[config.mk]
export PLATFORM = sky130hd
export DESIGN_NAME = acds_ram
export DESIGN_NICKNAME = d
export VERILOG_FILES = /design/src/hdl/acds_ram.sv
export SDC_FILE = /design/constraint.sdc
export NUM_CORES = 2
export LEC_CHECK = 0
export BUFFER_PORTS_ARGS = -buffer_cell sky130_fd_sc_hd__buf_2
export CAP_MARGIN = 10
export CORE_ASPECT_RATIO = 1.75
export CORE_MARGIN = 3
export CORE_UTILIZATION = 55
export DETAILED_ROUTE_END_ITERATION = 12
export PLACE_DENSITY_LB_ADDON = 0.08
export SLEW_MARGIN = 5
export SYNTH_ARGS = -nofsm -noshare
export SYNTH_HDL_FRONTEND = slang
export SYNTH_SLANG_ARGS = --single-unit
[constraint.sdc]
create_clock -name clk_i -period 2.4 [get_ports clk_i]
set_clock_uncertainty 0.1 [all_clocks]
set_input_delay 0.48 -clock clk_i [delete_from_list [all_inputs] [get_ports clk_i]]
set_output_delay 0.48 -clock clk_i [all_outputs]
set_load 0.01 [all_outputs]
[src/hdl/acds_ram.sv]
// generic single-write, single-read ram with registered read data
`timescale 1ns / 1ps
`default_nettype none
module acds_ram #(
  parameter int Width = 8,
  parameter int Depth = 512
) (
  input  wire logic                     clk_i,
  input  wire logic                     we_i,
  input  wire logic [$clog2(Depth)-1:0] waddr_i,
  input  wire logic [Width-1:0]         wdata_i,
  input  wire logic [$clog2(Depth)-1:0] raddr_i,
  output logic      [Width-1:0]         rdata_o
);
  logic [Width-1:0] mem_q [Depth];

  always_ff @(posedge clk_i) begin
    if (we_i) begin
      mem_q[waddr_i] <= wdata_i;
    end
    rdata_o <= mem_q[raddr_i];
  end
endmodule
`default_nettype wire

== Word-level counts from Yosys, hierarchy flattened ==
Memories as Yosys holds them, arrays and structs flattened. A register that Yosys moved wholly into a read port is not among the register bits.
Cells that the tools add are included.

* Bits in registers: 0
* Input port bits: 28
* Latch bits: 0
* ROM bits: 0
* Memory bits (writable): 4096
* Output and inout port bits: 8
* Memories kept: 1
* Logic and storage cells: 3

{| class="wikitable"
|+ Memories
! name !! words !! bits a word !! rd ports !! clocked after memory_dff !! write ports !! RTL line !! source
|-
| mem_q || 512 || 8 || 1 || 1 || 1 || 15 || <nowiki>logic [Width-1:0] mem_q [Depth];</nowiki>
|}

* Order comparisons: 0
* Add/sub/neg operators: 0
* Mux-type cells: 2
* Shift operators: 0
* Reduce and logical (&&, ||, !) cells: 0
* Equality and inequality tests: 0
* Div/mod/pow operators: 0
* $mul: 0
* Bitwise logic cells: 0

{| class="wikitable"
|+ Operator list
! cell !! number
|-
| $mux 1 || 2
|}

== Depth between registers and ports, before layout ==
* Depth after elaboration: 2
* Depth in mapped cells: 12
* Gate-level depth less buffers: 7

== Least setup slack after synthesis ==
No wires, ideal clock.

* Path kind: input -> register
* Start point: input raddr_i[0]
* End point: register rdata_o[0], read port of mem_q
* Cell stages on the path: 10
* Data required time: 2.182 ns
* Path buffers: 4
* Slack: -0.152 ns
* Arrival: 2.334 ns
* Setup time: 0.118 ns
* Cells stage by stage: buf_4 > buf_12 > buf_12 > buf_2 > mux4_2 > o21ai_0 > nand3_1 > nand4_1 > o21ai_0 > o2111a_1

{| class="wikitable"
|+ RTL lines
! element !! RTL line !! source
|-
| start: declaration || 12 || <nowiki>input wire logic [$clog2(Depth)-1:0] raddr_i,</nowiki>
|-
| end: declaration || 13 || <nowiki>output logic [Width-1:0] rdata_o</nowiki>
|}

==> flow_summary.toml <==
[route]
via_per_inst = 6.32
ant_nets = 0
wl_per_cell_um = 33.1
vias = 86600
drt_iter0_drc = 8911
finalWirelength_um = 454000
drc = 0
dr.pass1.iters = 5

[worst_setup_path]
required_ns = 3.10
path_max_fanout = 13
crit_arrival_ns = 3.22
path_class = "in2reg"
worstSetupStartpointType = "primary input"
rrSetupSlack_ns = 0.01
critPathCaptureType = "flop"

[timing]
hold_viol = 0
rsz0062_at_grt = "true"
min_period_ns = 2.53
finalSetupViolations = 6
max_clock_freq_mhz = 396
slew_headroom = 0.485
slew_violations = 0
setup_ws_ns = -0.127
fin_tns_setup_ns = -0.254
worstMarginPinSlew_ns = 0.773
timing.final.crit_share = 1.05

[power_and_ir_drop]
power.total_mw = 147
power_leakage_nw = 64.2
vdd_ir_drop_max_uv = 925
power.density_nw_per_um2 = 768

[floorplan]
die-width_um = 414
row_count = 261
dieArea_um2 = 298000
core_um2 = 289000
die_height_um = 719
io_pins = 36
start_util = 0.553

[placement]
port_buffers = 35
dp_cells = 13000
post-place-ws_ns = -1.82
dp_hpwl_um = 308000
place_congestion = 0.927

[grt]
grt_pass1_vias = 90200
grt_overflow = 0
grt_pass1_wl_um = 647000
grt_max_degree = 108
grt_usage = 0.307
antenna_found_initial = 19

[yosys]
postSynthAreaPerCell_um2 = 19.9
synth-edff-count = 4096
yosysMostFrequentCell = "edfxtp_1"
synth_fp_nets = 8058
synth-seq-cells = 4104
ys_top_cells_by_count = "edfxtp_1, mux2i_1, mux4_2, nor2_1, o221ai_1"
yosys.area.top_type = "edfxtp_1"
synth.distinct_cells = 51
synthFlopType = "edfxtp_1"
async_flop_share = 0
ys_warn_count = 0
yosysSeqAreaShare = 0.770
synth_area_leaders = "edfxtp_1, mux4_2, mux2i_1"
synthCells = 8030
netlist_area_um2 = 160000
synth_top_area_frac = 0.769

[clocking]
root_buffer = "clkbuf_16"
htreeDepth = 5
clock_latency_ns = 0.93
clock_path_buffers = 4
clk_pin_slew_ns = 0.07
cts_buffers = 359
cts_sinks = 4104
cts_tree = "built"

[finish]
drive_above_1_share = 0.317
final_util = 0.662
area_growth_pct = 19.7
fin_cells = 13700
fillers = 19100
nets = 9637

[outcome]
status = "finished, violations left"
violations = "negative setup slack"

[flow_run]
cap_violations = 0

[min_path]
hp-class = "in2reg"
==> sequential cells by signal, indices dropped and copies added, names as in the netlist <==
signal   cells
rdata_o      8
mem_q     4096
==> path summary, 6_finish.rpt <==
path | end | from | cells past startpoint
worst min register to register | rdata_o[5] | mem_q[301][5] | 4
worst min-delay path | mem_q[38][1] | waddr_i[0] | 5
worst max register to register | rdata_o[1] | mem_q[353][1] | 9
worst max-delay path | rdata_o[1] | raddr_i[0] | 11
==> cell families after synthesis <==
group	synth area share
and+or+nand+nor	0.0263
muxes	0.142
AOI/OAI and AO/OA	0.0431
DFF	0.770
buffers and inverters	0.0185
==> worst max-delay path, cell delays in order <==
cell	delay [ns]
buf_16	0.22
buf_12	0.21
buf_12	0.18
buf_16	0.16
buf_4	0.12
mux4_2	0.55
o22a_2	0.32
o211ai_1	0.51
buf_4	0.23
nor3_4	0.05
o2111a_1	0.15
==> area by class of cell <==
class                           instances  area, µm²  area share
Sequential cell                      4104     123000       0.643
Timing Repair Buffer                 1731      16300      0.0853
Tap cell                             3813       4770      0.0249
Inverter                                3       20.0    0.000105
Multi-Input combinational cell       3410      35400       0.185
Clock buffer                          428       9510      0.0496
Clock inverter                        211       2270      0.0119
Antenna cell                            6       15.0   0.0000784
==> where the power goes <==
group / total (mW) / internal, mW / switching (mW)
sequential: 78.9 / 78.9 / 0.0745
combinational: 9.12 / 3.55 / 5.57
clock: 59.0 / 33.3 / 25.7
total: 147 / 116 / 31.3
==> per-layer routing <==
metal	part of all wire	up-vias	track usage
met4	0.074	6	0.180
met1	0.33	45400	0.356
li1	-	36500	-
met3	0.062	1106	0.0403
met2	0.53	3602	0.543
met5	0.000099	-	0
==> layout by cell type, fill, tap and decap left out, types with 92 or more instances in the layout <==
| master | n |
|---|---|
| nand2_1 | 92 |
| buf_4 | 1422 |
| mux2i_1 | 792 |
| buf_12 | 227 |
| mux4_2 | 654 |
| nor2_1 | 589 |
| o22ai_1 | 152 |
| o221ai_1 | 291 |
| clkbuf_16 | 374 |
| a21oi_1 | 179 |
| edfxtp_1 | 4096 |
==> metrics by stage <==
stage	hold WS, ns	cell area, µm²
global placement	0.747	178000
floorplan	0.479	160000
detailed placement	0.750	178000
global route	0.301	191000
CTS	0.254	190000
finish	0.336	191000
==> what timing repair did <==
item | in CTS | in global routing
resized for setup | 128 | 164
setup buffers | 5 | 18
setup endpoints to repair | 8 | 8
pin swaps | 28 | 43
endpoints found under the hold margin | 312 | 0
hold buffers | 8 | 0
gates cloned | 1 | 5
Power figures use the tool's default switching activity.
